`config.mk`:
```
export PLATFORM = sky130hd
export DESIGN_NAME = arq_sliding_window_sender_top_flat
export DESIGN_NICKNAME = d
export VERILOG_FILES = /design/src/hdl/asws_pkg.sv /design/src/hdl/asws_if.sv /design/src/hdl/asws_front.sv /design/src/hdl/asws_back.sv /design/src/hdl/arq_sliding_window_sender_top.sv /design/src/flat_wrapper.sv
export SDC_FILE = /design/constraint.sdc
export NUM_CORES = 1
export LEC_CHECK = 0
export ABC_AREA = 0
export ABC_CLOCK_PERIOD_IN_PS = 4350
export BUFFER_PORTS_ARGS = -buffer_cell sky130_fd_sc_hd__buf_2
export CORE_MARGIN = 5
export CORE_UTILIZATION = 30
export DETAILED_ROUTE_END_ITERATION = 7
export GPL_ROUTABILITY_DRIVEN = 0
export SYNTH_ARGS = -nofsm -noshare
export SYNTH_HDL_FRONTEND = slang
export SYNTH_HIERARCHICAL = 1
export SYNTH_SLANG_ARGS = --single-unit
```
`constraint.sdc`:
```
create_clock -name clk_i -period 4.35 [get_ports clk_i]
set_input_delay 0.2175 -clock clk_i [delete_from_list [all_inputs] [get_ports clk_i]]
set_output_delay 0.2175 -clock clk_i [all_outputs]
set_load 0.1 [all_outputs]
```
`src/hdl/asws_pkg.sv`:
```
`default_nettype none
package asws_pkg;

  localparam int SeqW          = 16;
  localparam int SlotW         = 5;
  localparam int MaxWindowDef  = 32;
  localparam int MarkLimit     = 32;
  localparam int CfgIdxW       = 2;
  localparam int CfgDataW      = 16;

  // configuration register indexes
  localparam logic [CfgIdxW-1:0] CfgMode    = 2'd0;
  localparam logic [CfgIdxW-1:0] CfgSeqBits = 2'd1;
  localparam logic [CfgIdxW-1:0] CfgWinLim  = 2'd2;
  localparam logic [CfgIdxW-1:0] CfgTotal   = 2'd3;

  localparam logic [4:0] SeqBitsRst = 5'd3;
  localparam logic [5:0] WinLimRst  = 6'd4;

  typedef enum logic [1:0] {
    KIND_START   = 2'd0,
    KIND_ACK     = 2'd1,
    KIND_TIMEOUT = 2'd2,
    KIND_OTHER   = 2'd3
  } kind_e;

  typedef enum logic [1:0] {
    OP_START,
    OP_ACK,
    OP_TIMEOUT,
    OP_IGNORE
  } op_e;

  typedef enum logic [2:0] {
    RK_SEND     = 3'd0,
    RK_DONE     = 3'd1,
    RK_TIMEOUT  = 3'd2,
    RK_LOST     = 3'd3,
    RK_ALL_SENT = 3'd4,
    RK_IGNORED  = 3'd5
  } rk_e;

  typedef struct packed {
    logic            valid;
    op_e             op;
    logic [SeqW-1:0] ack_seq;
  } head_t;

  // sequence mask for width m clamped to 2..16
  function automatic logic [SeqW-1:0] seq_mask(input logic [4:0] bits);
    logic [4:0]  m;
    logic [16:0] one_hot;
    begin
      m = bits;
      if (m < 5'd2) m = 5'd2;
      if (m > 5'd16) m = 5'd16;
      one_hot = 17'd1 << m;
      seq_mask = 16'(one_hot - 17'd1);
    end
  endfunction

endpackage
`default_nettype wire

```
`src/hdl/asws_if.sv`:
```
`default_nettype none
interface asws_in_if;
  logic                        valid;
  logic                        ready;
  logic [1:0]                  kind;
  logic [asws_pkg::SeqW-1:0]   ack_seq;

  modport source (output valid, output kind, output ack_seq, input ready);
  modport sink   (input valid, input kind, input ack_seq, output ready);
endinterface

interface asws_out_if;
  logic                        valid;
  logic                        ready;
  logic [2:0]                  result_kind;
  logic [asws_pkg::SeqW-1:0]   seq;
  logic [asws_pkg::SlotW-1:0]  slot;
  logic [asws_pkg::SeqW-1:0]   sent_count;
  logic                        last;

  modport source (output valid, output result_kind, output seq, output slot,
                  output sent_count, output last, input ready);
  modport sink   (input valid, input result_kind, input seq, input slot,
                  input sent_count, input last, output ready);
endinterface
`default_nettype wire

```
`src/hdl/asws_front.sv`:
```
`default_nettype none
// Accepts events, decodes them into commands and queues them for the back end.
module asws_front (
  input  wire logic            clk_i,
  input  wire logic            rst_ni,
  asws_in_if.sink              in_chan_i,
  output asws_pkg::head_t      head_o,
  input  wire logic            pop_i
);

  localparam int Depth = 2;

  asws_pkg::op_e                 op_mem_q  [Depth];
  logic [asws_pkg::SeqW-1:0]     ack_mem_q [Depth];
  logic                          wr_ptr_q, wr_ptr_d;
  logic                          rd_ptr_q, rd_ptr_d;
  logic [1:0]                    cnt_q, cnt_d;
  logic                          push;
  logic                          pop;
  asws_pkg::op_e                 op_dec;

  always_comb begin
    case (asws_pkg::kind_e'(in_chan_i.kind))
      asws_pkg::KIND_START:   op_dec = asws_pkg::OP_START;
      asws_pkg::KIND_ACK:     op_dec = asws_pkg::OP_ACK;
      asws_pkg::KIND_TIMEOUT: op_dec = asws_pkg::OP_TIMEOUT;
      default:                op_dec = asws_pkg::OP_IGNORE;
    endcase
  end

  assign in_chan_i.ready = (cnt_q != 2'(Depth));
  assign push            = in_chan_i.valid && in_chan_i.ready;
  assign pop             = pop_i && (cnt_q != 2'd0);

  always_comb begin
    wr_ptr_d = push ? ~wr_ptr_q : wr_ptr_q;
    rd_ptr_d = pop ? ~rd_ptr_q : rd_ptr_q;
    cnt_d    = cnt_q;
    if (push && !pop) cnt_d = cnt_q + 2'd1;
    if (!push && pop) cnt_d = cnt_q - 2'd1;
  end

  always_ff @(posedge clk_i or negedge rst_ni) begin
    if (!rst_ni) begin
      wr_ptr_q <= 1'b0;
      rd_ptr_q <= 1'b0;
      cnt_q    <= 2'd0;
    end else begin
      wr_ptr_q <= wr_ptr_d;
      rd_ptr_q <= rd_ptr_d;
      cnt_q    <= cnt_d;
    end
  end

  always_ff @(posedge clk_i) begin
    if (push) begin
      op_mem_q[wr_ptr_q]  <= op_dec;
      ack_mem_q[wr_ptr_q] <= in_chan_i.ack_seq;
    end
  end

  assign head_o.valid   = (cnt_q != 2'd0);
  assign head_o.op      = op_mem_q[rd_ptr_q];
  assign head_o.ack_seq = ack_mem_q[rd_ptr_q];

endmodule
`default_nettype wire

```
`src/hdl/asws_back.sv`:
```
`default_nettype none
// Window state and sequencer: runs one command at a time into the result register.
module asws_back #(
  parameter int MAX_WINDOW = asws_pkg::MaxWindowDef
) (
  input  wire logic                           clk_i,
  input  wire logic                           rst_ni,
  input  wire logic                           cfg_we_i,
  input  wire logic [asws_pkg::CfgIdxW-1:0]   cfg_idx_i,
  input  wire logic [asws_pkg::CfgDataW-1:0]  cfg_data_i,
  input  wire asws_pkg::head_t                head_i,
  output logic                                pop_o,
  asws_out_if.source                          out_chan_o
);

  localparam int WinCap = (MAX_WINDOW > asws_pkg::MarkLimit) ? asws_pkg::MarkLimit :
                          MAX_WINDOW;
  localparam int CntW   = $clog2(WinCap + 1);
  localparam int IdxW   = (WinCap > 1) ? $clog2(WinCap) : 1;

  typedef enum logic [1:0] {
    ST_IDLE,
    ST_START,
    ST_SEND,
    ST_SCAN
  } state_e;

  state_e                      state_q, state_d;
  logic                        mode_q;
  logic [4:0]                  seq_bits_q;
  logic [5:0]                  win_lim_q;
  logic [15:0]                 total_q;

  logic [15:0]                 base_q, base_d;
  logic [15:0]                 conf_q, conf_d;
  logic [WinCap-1:0]           marks_q, marks_d;
  logic [CntW-1:0]             exp_q, exp_d;
  logic [CntW-1:0]             win_q, win_d;
  logic                        open_q, open_d;
  logic [CntW-1:0]             slot_q, slot_d;
  logic                        first_q, first_d;

  logic                        ov_q, ov_d;
  asws_pkg::rk_e               ok_q, ok_d;
  logic [15:0]                 oseq_q, oseq_d;
  logic [asws_pkg::SlotW-1:0]  oslot_q, oslot_d;
  logic [15:0]                 ocnt_q, ocnt_d;
  logic                        olast_q, olast_d;

  logic [15:0]                 mask;
  logic [15:0]                 left;
  logic [CntW-1:0]             cap;
  logic [CntW-1:0]             new_win;
  logic [WinCap-1:0]           wmask;
  logic [WinCap-1:0]           above;
  logic [WinCap-1:0]           unm;
  logic                        any_above;
  logic                        exp_in;
  logic [15:0]                 want;
  logic [15:0]                 base_adv;
  logic [15:0]                 conf_adv;
  logic                        out_free;

  assign mask     = asws_pkg::seq_mask(seq_bits_q);
  assign left     = (total_q > conf_q) ? (total_q - conf_q) : 16'd0;
  assign out_free = !ov_q || out_chan_o.ready;

  always_comb begin
    if (win_lim_q == 6'd0) begin
      cap = CntW'(1);
    end else if (7'(win_lim_q) > 7'(WinCap)) begin
      cap = CntW'(WinCap);
    end else begin
      cap = CntW'(win_lim_q);
    end
    new_win = (left < 16'(cap)) ? CntW'(left) : cap;
  end

  always_comb begin
    for (int i = 0; i < WinCap; i++) begin
      wmask[i] = (32'(i) < 32'(win_q));
      above[i] = (32'(i) > 32'(slot_q));
    end
  end

  assign unm       = ~marks_q & wmask;
  assign any_above = |(unm & above);
  assign exp_in    = (exp_q < win_q);
  assign want      = (base_q + 16'(exp_q)) & mask;
  assign base_adv  = (base_q + 16'(win_q)) & mask;
  assign conf_adv  = conf_q + 16'(win_q);
  assign pop_o     = (state_q == ST_IDLE) && head_i.valid && out_free;

  always_comb begin
    state_d = state_q;
    base_d  = base_q;
    conf_d  = conf_q;
    marks_d = marks_q;
    exp_d   = exp_q;
    win_d   = win_q;
    open_d  = open_q;
    slot_d  = slot_q;
    first_d = first_q;
    ov_d    = ov_q && !out_chan_o.ready;
    ok_d    = ok_q;
    oseq_d  = oseq_q;
    oslot_d = oslot_q;
    ocnt_d  = ocnt_q;
    olast_d = olast_q;

    case (state_q)
      ST_IDLE: begin
        if (pop_o) begin
          ocnt_d  = conf_q;
          oslot_d = '0;
          oseq_d  = base_q;
          olast_d = 1'b1;
          case (head_i.op)
            asws_pkg::OP_START: begin
              if (left == 16'd0) begin
                open_d = 1'b0;
                ov_d   = 1'b1;
                ok_d   = asws_pkg::RK_ALL_SENT;
              end else begin
                if (marks_q == '0) win_d = new_win;
                state_d = ST_START;
              end
            end
            asws_pkg::OP_ACK, asws_pkg::OP_TIMEOUT: begin
              if (open_q && exp_in) begin
                if (head_i.op == asws_pkg::OP_TIMEOUT || head_i.ack_seq < want) begin
                  open_d  = 1'b0;
                  if (!mode_q) marks_d = '0;
                  ov_d    = 1'b1;
                  ok_d    = (head_i.op == asws_pkg::OP_TIMEOUT) ? asws_pkg::RK_TIMEOUT :
                            asws_pkg::RK_LOST;
                  oseq_d  = want;
                  oslot_d = asws_pkg::SlotW'(exp_q);
                end else begin
                  marks_d[exp_q[IdxW-1:0]] = 1'b1;
                  exp_d   = exp_q + CntW'(1);
                  state_d = ST_SCAN;
                end
              end else begin
                ov_d = 1'b1;
                ok_d = asws_pkg::RK_IGNORED;
              end
            end
            default: begin
              ov_d = 1'b1;
              ok_d = asws_pkg::RK_IGNORED;
            end
          endcase
        end
      end

      ST_START: begin
        if (unm == '0) begin
          if (out_free) begin
            ov_d    = 1'b1;
            ok_d    = asws_pkg::RK_IGNORED;
            oseq_d  = base_q;
            oslot_d = '0;
            ocnt_d  = conf_q;
            olast_d = 1'b1;
            state_d = ST_IDLE;
          end
        end else begin
          open_d  = 1'b1;
          slot_d  = '0;
          first_d = 1'b1;
          state_d = ST_SEND;
        end
      end

      ST_SEND: begin
        if (!unm[slot_q[IdxW-1:0]]) begin
          slot_d = slot_q + CntW'(1);
        end else if (out_free) begin
          ov_d    = 1'b1;
          ok_d    = asws_pkg::RK_SEND;
          oseq_d  = (base_q + 16'(slot_q)) & mask;
          oslot_d = asws_pkg::SlotW'(slot_q);
          ocnt_d  = conf_q;
          olast_d = !any_above;
          if (first_q) begin
            exp_d   = slot_q;
            first_d = 1'b0;
          end
          if (!any_above) begin
            state_d = ST_IDLE;
          end else begin
            slot_d = slot_q + CntW'(1);
          end
        end
      end

      ST_SCAN: begin
        // skip slots already acked on an earlier round
        if (exp_in && marks_q[exp_q[IdxW-1:0]]) begin
          exp_d = exp_q + CntW'(1);
        end else if (!exp_in) begin
          if (out_free) begin
            base_d  = base_adv;
            conf_d  = conf_adv;
            marks_d = '0;
            exp_d   = '0;
            open_d  = 1'b0;
            ov_d    = 1'b1;
            ok_d    = asws_pkg::RK_DONE;
            oseq_d  = base_adv;
            oslot_d = '0;
            ocnt_d  = conf_adv;
            olast_d = 1'b1;
            state_d = ST_IDLE;
          end
        end else begin
          state_d = ST_IDLE;
        end
      end

      default: state_d = ST_IDLE;
    endcase
  end

  always_ff @(posedge clk_i or negedge rst_ni) begin
    if (!rst_ni) begin
      state_q    <= ST_IDLE;
      mode_q     <= 1'b0;
      seq_bits_q <= asws_pkg::SeqBitsRst;
      win_lim_q  <= asws_pkg::WinLimRst;
      total_q    <= 16'd0;
      base_q     <= 16'd0;
      conf_q     <= 16'd0;
      marks_q    <= '0;
      exp_q      <= '0;
      win_q      <= '0;
      open_q     <= 1'b0;
      slot_q     <= '0;
      first_q    <= 1'b0;
      ov_q       <= 1'b0;
    end else begin
      state_q <= state_d;
      base_q  <= base_d;
      conf_q  <= conf_d;
      marks_q <= marks_d;
      exp_q   <= exp_d;
      win_q   <= win_d;
      open_q  <= open_d;
      slot_q  <= slot_d;
      first_q <= first_d;
      ov_q    <= ov_d;
      if (cfg_we_i) begin
        case (cfg_idx_i)
          asws_pkg::CfgMode:    mode_q     <= cfg_data_i[0];
          asws_pkg::CfgSeqBits: seq_bits_q <= cfg_data_i[4:0];
          asws_pkg::CfgWinLim:  win_lim_q  <= cfg_data_i[5:0];
          asws_pkg::CfgTotal:   total_q    <= cfg_data_i;
          default: ;
        endcase
      end
    end
  end

  always_ff @(posedge clk_i) begin
    ok_q    <= ok_d;
    oseq_q  <= oseq_d;
    oslot_q <= oslot_d;
    ocnt_q  <= ocnt_d;
    olast_q <= olast_d;
  end

  assign out_chan_o.valid       = ov_q;
  assign out_chan_o.result_kind = ok_q;
  assign out_chan_o.seq         = oseq_q;
  assign out_chan_o.slot        = oslot_q;
  assign out_chan_o.sent_count  = ocnt_q;
  assign out_chan_o.last        = olast_q;

endmodule
`default_nettype wire

```
`src/hdl/arq_sliding_window_sender_top.sv`:
```
`default_nettype none
// Sliding-window ARQ sender controller, go-back-N or selective repeat. Events
// (start, ack, timeout) enter a two-entry command queue and are executed one at
// a time by the window sequencer, whose results go out through a registered
// output stage. A start scans the window slot by slot up to the last unacked
// slot, with one send result per unacked slot, or gives an ignored result when
// every slot is already acked; an ack skips the already-acked slots after it;
// timeouts, losses, all-sent and ignored events give a single result. A stalled
// output holds the sequencer. Configuration writes take effect at once; the user
// must keep them to idle periods, as the block itself does not enforce this.
module arq_sliding_window_sender_top #(
  parameter int MAX_WINDOW = asws_pkg::MaxWindowDef
) (
  input  wire logic                           clk_i,
  input  wire logic                           rst_ni,
  input  wire logic                           cfg_we_i,
  input  wire logic [asws_pkg::CfgIdxW-1:0]   cfg_idx_i,
  input  wire logic [asws_pkg::CfgDataW-1:0]  cfg_data_i,
  asws_in_if.sink                             in_chan_i,
  asws_out_if.source                          out_chan_o
);

  asws_pkg::head_t head;
  logic            pop;

  asws_front u_front (
    .clk_i     (clk_i),
    .rst_ni    (rst_ni),
    .in_chan_i (in_chan_i),
    .head_o    (head),
    .pop_i     (pop)
  );

  asws_back #(
    .MAX_WINDOW (MAX_WINDOW)
  ) u_back (
    .clk_i      (clk_i),
    .rst_ni     (rst_ni),
    .cfg_we_i   (cfg_we_i),
    .cfg_idx_i  (cfg_idx_i),
    .cfg_data_i (cfg_data_i),
    .head_i     (head),
    .pop_o      (pop),
    .out_chan_o (out_chan_o)
  );

endmodule
`default_nettype wire
```
`src/flat_wrapper.sv`:
```
// flat-port wrapper written by rule: the top's interface ports become plain ports
module arq_sliding_window_sender_top_flat 
#(
  parameter int MAX_WINDOW = asws_pkg::MaxWindowDef
)
  (clk_i, rst_ni, cfg_we_i, cfg_idx_i, cfg_data_i, in_chan_i_valid, in_chan_i_kind, in_chan_i_ack_seq, in_chan_i_ready, out_chan_o_valid, out_chan_o_result_kind, out_chan_o_seq, out_chan_o_slot, out_chan_o_sent_count, out_chan_o_last, out_chan_o_ready);
  asws_in_if in_chan_i_i ();
  asws_out_if out_chan_o_i ();
  input  wire logic clk_i;
  input  wire logic rst_ni;
  input  wire logic cfg_we_i;
  input  wire logic [asws_pkg::CfgIdxW-1:0] cfg_idx_i;
  input  wire logic [asws_pkg::CfgDataW-1:0] cfg_data_i;
  input wire logic [$bits(in_chan_i_i.valid)-1:0] in_chan_i_valid;
  input wire logic [$bits(in_chan_i_i.kind)-1:0] in_chan_i_kind;
  input wire logic [$bits(in_chan_i_i.ack_seq)-1:0] in_chan_i_ack_seq;
  output wire logic [$bits(in_chan_i_i.ready)-1:0] in_chan_i_ready;
  output wire logic [$bits(out_chan_o_i.valid)-1:0] out_chan_o_valid;
  output wire logic [$bits(out_chan_o_i.result_kind)-1:0] out_chan_o_result_kind;
  output wire logic [$bits(out_chan_o_i.seq)-1:0] out_chan_o_seq;
  output wire logic [$bits(out_chan_o_i.slot)-1:0] out_chan_o_slot;
  output wire logic [$bits(out_chan_o_i.sent_count)-1:0] out_chan_o_sent_count;
  output wire logic [$bits(out_chan_o_i.last)-1:0] out_chan_o_last;
  input wire logic [$bits(out_chan_o_i.ready)-1:0] out_chan_o_ready;
  assign in_chan_i_i.valid = in_chan_i_valid;
  assign in_chan_i_i.kind = in_chan_i_kind;
  assign in_chan_i_i.ack_seq = in_chan_i_ack_seq;
  assign in_chan_i_ready = in_chan_i_i.ready;
  assign out_chan_o_valid = out_chan_o_i.valid;
  assign out_chan_o_result_kind = out_chan_o_i.result_kind;
  assign out_chan_o_seq = out_chan_o_i.seq;
  assign out_chan_o_slot = out_chan_o_i.slot;
  assign out_chan_o_sent_count = out_chan_o_i.sent_count;
  assign out_chan_o_last = out_chan_o_i.last;
  assign out_chan_o_i.ready = out_chan_o_ready;
  arq_sliding_window_sender_top #(.MAX_WINDOW(MAX_WINDOW)) u_core (.clk_i(clk_i), .rst_ni(rst_ni), .cfg_we_i(cfg_we_i), .cfg_idx_i(cfg_idx_i), .cfg_data_i(cfg_data_i), .in_chan_i(in_chan_i_i), .out_chan_o(out_chan_o_i));
endmodule
```
==> results.cfg, run 1 <==
[outcome]
outcome = finished, violations left
violations = negative setup slack

[pwr]
power.leakage_uw = 0.00680
power_uw = 11400
p_per_area_nw_per_um2 = 674
vdd_drop_max_mv = 0.432

[sta]
fin_tns_setup_ps = -2550
worst_pin_slew_ps = 921
fmax_mhz = 224
hold_viol = 0
slew_viol_final = 0
fin_skew_ps = 17.9
slew-limit-headroom_pct = 38.6
rsz0062_at_grt = true
layout_setup_ws_ps = -116
timing.hold.ws_ps = 85.9
fin_crit_sh_pct = 103
setup_viol = 39
period_needed_ps = 4470

[flow_run]
drv_cap = 0

[cts]
cts_root_buf = clkbuf_16
cts.clk_slew.worst_paths_ps = 80
htree_levels = 4
cts_tree = built
ctsLongestPathBuffers = 2
clock_latency_ps = 460
cts-buffers-inserted = 17
cts.sinks = 196

[setup_path]
crit_fanout = 6
reg2reg_slack_ps = -120
worst_ep_required_time_ps = 4690
path_cells = ha_2 -> inv_2 -> fa_2 -> nor2b_2 -> o21ai_2 -> a21oi_2 -> o21a_1 -> nor2_4 -> buf_6 -> xnor2_2 -> nor2b_4 -> inv_1 -> ha_1 -> nand2_1 -> or3_1 -> o32a_1 -> a21oi_2 -> o21ai_2 -> and2_4 -> o32a_4 -> or3_4 -> o21a_1
crit_buf_inv = 3
worstSetupPathType = flip-flop to flip-flop
cpPeakStageDelay_ps = 400
cp.depth = 22
crit_family = compound AO/OA/AOI/OAI gates
cp-start-kind = flip-flop
critPathCaptureType = flip-flop
r2r_cells = 22
worstPathArrival_ps = 4800
crit_path_top_delay_cell = or3_4

[route]
wl_per_cell_um = 19.5
firstDrtPassIters = 6
drt_iter0_drc = 1347
routed_wirelength_mm = 45.4
via_count = 13300
avgViaCountPerCell = 5.73
ant_nets = 0
drcViolationCount = 0

[synthesis]
syn_area_um2 = 14200
ys_types = 97
avgSynthCellArea_um2 = 9.14
synth_edf_count = 77
synth_warnings = 6
async_flop_share_pct = 60.7
ys.flop_type = dfrtp_1
synth_cells = 1549
ys_seq_area_share_pct = 37.4
synth-seq-cells = 196

[min_path]
hold_class = input pin to flip-flop
hold_depth = 3

[layout]
stdcell_area_um2 = 16900
layout_commonest_cell = nand2_1
nets = 1829
layout-drive-gt1-share_pct = 22.2
area_growth_pct = 19.6
final_cell_mix = 139 x nand2_1, 114 x nor2_1, 114 x dfrtp_1

[floorplan]
core-area_um2 = 46700
die_h_um = 227
fp.dieW_um = 227
num_rows = 79
io_pins = 84
start_util_pct = 30.4
die-area_um2 = 51700

[grt]
grt_pass1_wl_mm = 72.1
grt_pass1_vias = 12800
globalRouteOverflowTotal = 0
antenna_found_initial = 0
track_usage_pct = 17.4
grt_max_degree = 68

[place]
placed_cell_area_um2 = 15800
dp_hpwl_mm = 33.8
port_buffers = 83
==> area by class of cell <==
| class | instances | area [µm²] |
|---|---|---|
| diodes | 1 | 2.50 |
| clock buffers | 18 | 429 |
| clock inverters | 14 | 140 |
| fillers | 4779 | 29700 |
| inverters | 75 | 284 |
| multi-input cells | 1182 | 8380 |
| flip-flops and latches | 196 | 5300 |
| well taps | 607 | 759 |
| repair buffers | 230 | 1640 |
==> state kept, by name, indices dropped and copies added (netlist names) <==
name and count:
u_core/u_back/marks_q 32, u_core/u_back/seq_bits_q 5, u_core/u_back/total_q 16, u_core/u_back/out_chan_o.sent_count 16, u_core/u_back/state_q 2, u_core/u_back/out_chan_o.slot 5, u_core/u_back/base_q 16, u_core/u_back/out_chan_o.seq 16
u_core/u_back/first_q 1, u_core/u_back/win_q 6, u_core/u_front/ack_mem_q 32, u_core/u_back/open_q 1, u_core/u_front/cnt_q 2, u_core/u_back/slot_q 6, u_core/u_back/out_chan_o.result_kind 3, u_core/u_back/mode_q 1
u_core/u_front/rd_ptr_q 1, u_core/u_back/out_chan_o.last 1, u_core/u_front/op_mem_q 4, u_core/u_back/exp_q 6, u_core/u_back/win_lim_q 6, u_core/u_back/out_chan_o.valid 1, u_core/u_back/conf_q 16, u_core/u_front/wr_ptr_q 1
==> where the power goes <==
group,total (µW),internal (µW),switching (µW)
Combinational,6870,2150,4720
Sequential,2960,2530,422
Clock,1580,808,777
Total,11400,5490,5920
==> logic make-up (layout without fill, tap and decap cells) <==
family,after synthesis,in the layout,share of synthesized area [%]
adder cells (fa/ha/maj),86,86,7.86
XOR/XNOR,55,55,3.40
AND/OR/NAND/NOR,518,521,18.1
multiplexers,68,68,6.07
flip-flops,196,196,37.4
other,1,3,0.0265
buffers and inverters,175,337,5.21
AO/OA/AOI/OAI,450,450,21.9
==> what timing repair did <==
item,CTS,global route
gates resized for setup,22,43
buffers inserted,4,2
hold endpoints to repair,97,0
gates cloned,3,1
setup endpoints to repair,66,71
pin swaps,17,17
hold buffers,30,0
==> Yosys cell counts, types with 8 or more instances <==
cell type / instances / area share, %
buf_2: 23 / 0.81
a2111oi_0: 21 / 1.3
o31ai_1: 9 / 0.48
o21ai_0: 78 / 2.8
mux2_2: 52 / 4.1
a221o_1: 12 / 0.85
nor2b_1: 18 / 0.79
a211oi_1: 15 / 0.79
or3_1: 11 / 0.49
nor4_1: 25 / 1.1
a41oi_1: 13 / 0.80
and3_1: 11 / 0.49
ha_1: 81 / 7.2
nand2b_1: 20 / 0.88
a21o_1: 24 / 1.3
o211ai_1: 9 / 0.48
o21a_1: 31 / 1.6
a22oi_1: 10 / 0.53
nor2_1: 120 / 3.2
edfxtp_1: 77 / 16
xor2_1: 16 / 0.99
clkbuf_1: 65 / 1.7
nand3_1: 37 / 1.3
a22o_1: 8 / 0.49
inv_1: 72 / 1.9
nand2_1: 139 / 3.7
mux4_2: 9 / 1.4
o22ai_1: 18 / 0.79
or2_2: 9 / 0.40
a31oi_1: 18 / 0.79
nor3_1: 56 / 2.0
a21oi_1: 101 / 3.6
nand4_1: 24 / 1.1
dfrtp_1: 116 / 20
xnor2_1: 39 / 2.4
==> per-layer routing <==
layer	share of wire [%]	global-route usage, %	up-vias
met5	0	0	-
met4	2.5	5.11	0
met3	8.8	3.62	101
met2	44	27.2	659
met1	44	24.5	6436
li1	-	-	6115
==> tightest hold or removal path: stages <==
cell and delay, ps:
buf_2 100, nand2_1 110, xnor2_1 70
==> path summary, 6_finish.rpt <==
check                                       endpoint                    start
setup / recovery           u_core/u_back/marks_q[30]  u_core/u_back/base_q[0]
hold / removal               u_core/u_front/wr_ptr_q          in_chan_i_valid
setup reg to reg           u_core/u_back/marks_q[30]  u_core/u_back/base_q[0]
hold reg to reg              u_core/u_front/wr_ptr_q  u_core/u_front/wr_ptr_q
max in group asynchronous     u_core/u_back/exp_q[1]                   rst_ni
min in group asynchronous  u_core/u_back/marks_q[28]                   rst_ni
==> stage by stage <==
stage / worst slack [ps] / std cells / util, %
detailed placement: -307 / 2250 / 33.8
floorplan: 12.6 / 1550 / -
CTS: -206 / 2319 / 35.9
global placement: -231 / 2250 / 33.8
global route: -327 / 2322 / 36.3
finish: -116 / 2323 / 36.3
(Power assumes the default switching activity.)
==> run 2, diff against run 1 <==
--- a/config.mk
+++ b/config.mk
@@ -12,6 +12,8 @@
 export CORE_UTILIZATION = 30
 export DETAILED_ROUTE_END_ITERATION = 7
 export GPL_ROUTABILITY_DRIVEN = 0
+export PLACE_DENSITY_LB_ADDON = 0.05
+export RECOVER_POWER = 25
 export SYNTH_ARGS = -nofsm -noshare
 export SYNTH_HDL_FRONTEND = slang
 export SYNTH_HIERARCHICAL = 1
==> results.cfg, run 2 (synthesized netlist as in run 1, its figures left out) <==
[outcome]
outcome = finished, violations left
violations = max-capacitance violations, max-slew violations, negative setup slack

[layout]
final_cell_mix = 138 x nand2_1, 127 x buf_4, 113 x dfrtp_1
layout_commonest_cell = nand2_1
top_regs = u_core/u_back/marks_q (32), u_core/u_front/ack_mem_q (32)
n_antenna_cell = 0
nets = 1859
layout-drive-gt1-share_pct = 22.5
fin_util_pct = 37.0
area_growth_pct = 21.7

[floorplan]
start_util_pct = 30.4
die_h_um = 227
die-area_um2 = 51700
num_rows = 79
core-area_um2 = 46700
fp.dieW_um = 227
io_pins = 84

[sta]
period_needed_ps = 4480
slew_viol_final = 81
fin_skew_ps = 11.3
rsz0062_at_grt = true
hold_viol = 0
layout_setup_ws_ps = -133
timing.hold.ws_ps = 59.1
setup_viol = 46
worst_pin_slew_ps = 2270
fmax_mhz = 223
fin_crit_sh_pct = 103
slew-limit-headroom_pct = -51.2
fin_tns_setup_ps = -4150

[grt]
track_usage_pct = 19.8
grt_max_degree = 81
grt_pass1_wl_mm = 77.9
grt_pass1_vias = 12600
antenna_found_initial = 0
globalRouteOverflowTotal = 0

[cts]
htree_levels = 4
cts.clk_slew.worst_paths_ps = 80
cts-buffers-inserted = 17
clock_latency_ps = 500
cts_tree = built
cts_root_buf = clkbuf_16
cts.sinks = 196
ctsLongestPathBuffers = 2

[route]
wl_per_cell_um = 21.8
drt_iter0_drc = 1014
drcViolationCount = 0
avgViaCountPerCell = 5.50
routed_wirelength_mm = 51.2
firstDrtPassIters = 5
via_count = 12900
ant_nets = 0

[setup_path]
worstSetupPathType = flip-flop to flip-flop
crit_path_top_delay_cell = o32a_4
crit_fanout = 8
critPathCaptureType = flip-flop
cp-start-kind = flip-flop
cpPeakStageDelay_ps = 370
path_cells = ha_2 -> inv_2 -> fa_2 -> nor2b_2 -> o21ai_2 -> a21oi_2 -> o21a_1 -> nor2_4 -> nor2_2 -> xnor2_1 -> nor2_1 -> inv_1 -> ha_4 -> nand4_1 -> or3_1 -> o32a_1 -> a21oi_2 -> o21ai_4 -> and2_4 -> o32a_4 -> buf_4 -> nor3_4 -> buf_6 -> nor2_1
worst_ep_required_time_ps = 4730
reg2reg_slack_ps = -130
worstPathArrival_ps = 4860

[place]
port_buffers = 83
dp_hpwl_mm = 38.6

[pwr]
power.share.combinational_pct = 60.7
p_per_area_nw_per_um2 = 677
internal-power_uw = 5590
p_sw_uw = 6080
power_uw = 11700
vdd_drop_max_mv = 0.296
p_sw_share_pct = 52.1
power.leakage_uw = 0.00693
clockPowerShare_pct = 13.7
seqPwrFrac_pct = 25.5

[flow_run]
drv_cap = 1

[min_path]
hold_class = input pin to flip-flop
run 2: critical path: cells and delay by family (launching register included):
family                     cells  cell delay (ps)
adders and majority gates      3              790
AOI/OAI and AO/OA              7             1390
xor gates and xnor gates       1               70
buffers and inverters          4              460
DFF                            1              360
and+or+nand+nor                9             1260
run 2: metal layers:
layer,wire length (µm),track usage (%),part of all wire [%]
met1,24300,28.1,48
met2,23200,30.8,45
met3,2590,3.79,5.1
met4,1090,5.92,2.1
met5,0,0,0
run 2: final cells by class:
| type | count | area (µm²) |
|---|---|---|
| tap | 607 | 759 |
| sequential | 196 | 5300 |
| clock inverter | 13 | 110 |
| clock buffer | 19 | 464 |
| multi-input combinational | 1182 | 8460 |
| timing repair buffer | 260 | 1870 |
| inverter | 75 | 284 |
| fill | 4864 | 29400 |
run 2: final timing paths:
path | start | endpoint | cells after the start
min in group asynchronous | rst_ni | u_core/u_back/conf_q[13] | 2
worst max-delay path | u_core/u_back/base_q[0] | u_core/u_back/marks_q[5] | 24
max in group asynchronous | rst_ni | u_core/u_back/marks_q[1] | 3
worst min register to register | u_core/u_front/rd_ptr_q | u_core/u_front/rd_ptr_q | 1
worst min-delay path | in_chan_i_valid | u_core/u_front/wr_ptr_q | 3
worst max register to register | u_core/u_back/base_q[0] | u_core/u_back/marks_q[5] | 24
run 2: power groups by stage:
stage               clock network [µW]  logic (µW)  registers [µW]
finish                            1600        7090            2980
global route                      1750        7610            3030
detailed placement                   0        6690            3030
floorplan                            0        3530            4140
global placement                     0        6720            3020
CTS                               1680        6860            3000
run 2: timing repair:
| item | in CTS | in global routing |
|---|---|---|
| resized for setup | 28 | 54 |
| hold buffers | 34 | 0 |
| hold endpoints to repair | 135 | 0 |
| pin swaps | 18 | 21 |
| setup endpoints to repair | 66 | 71 |
| gates cloned | 2 | 3 |
| setup buffers | 10 | 11 |
run 2: metrics by stage:
step	area, µm²	worst slack [ps]	instances
CTS	16900	-173	2340
detailed placement	15800	-421	2262
floorplan	14200	12.6	1550
global route	17200	-409	2352
global placement	15800	-380	2262
finish	17200	-133	2352
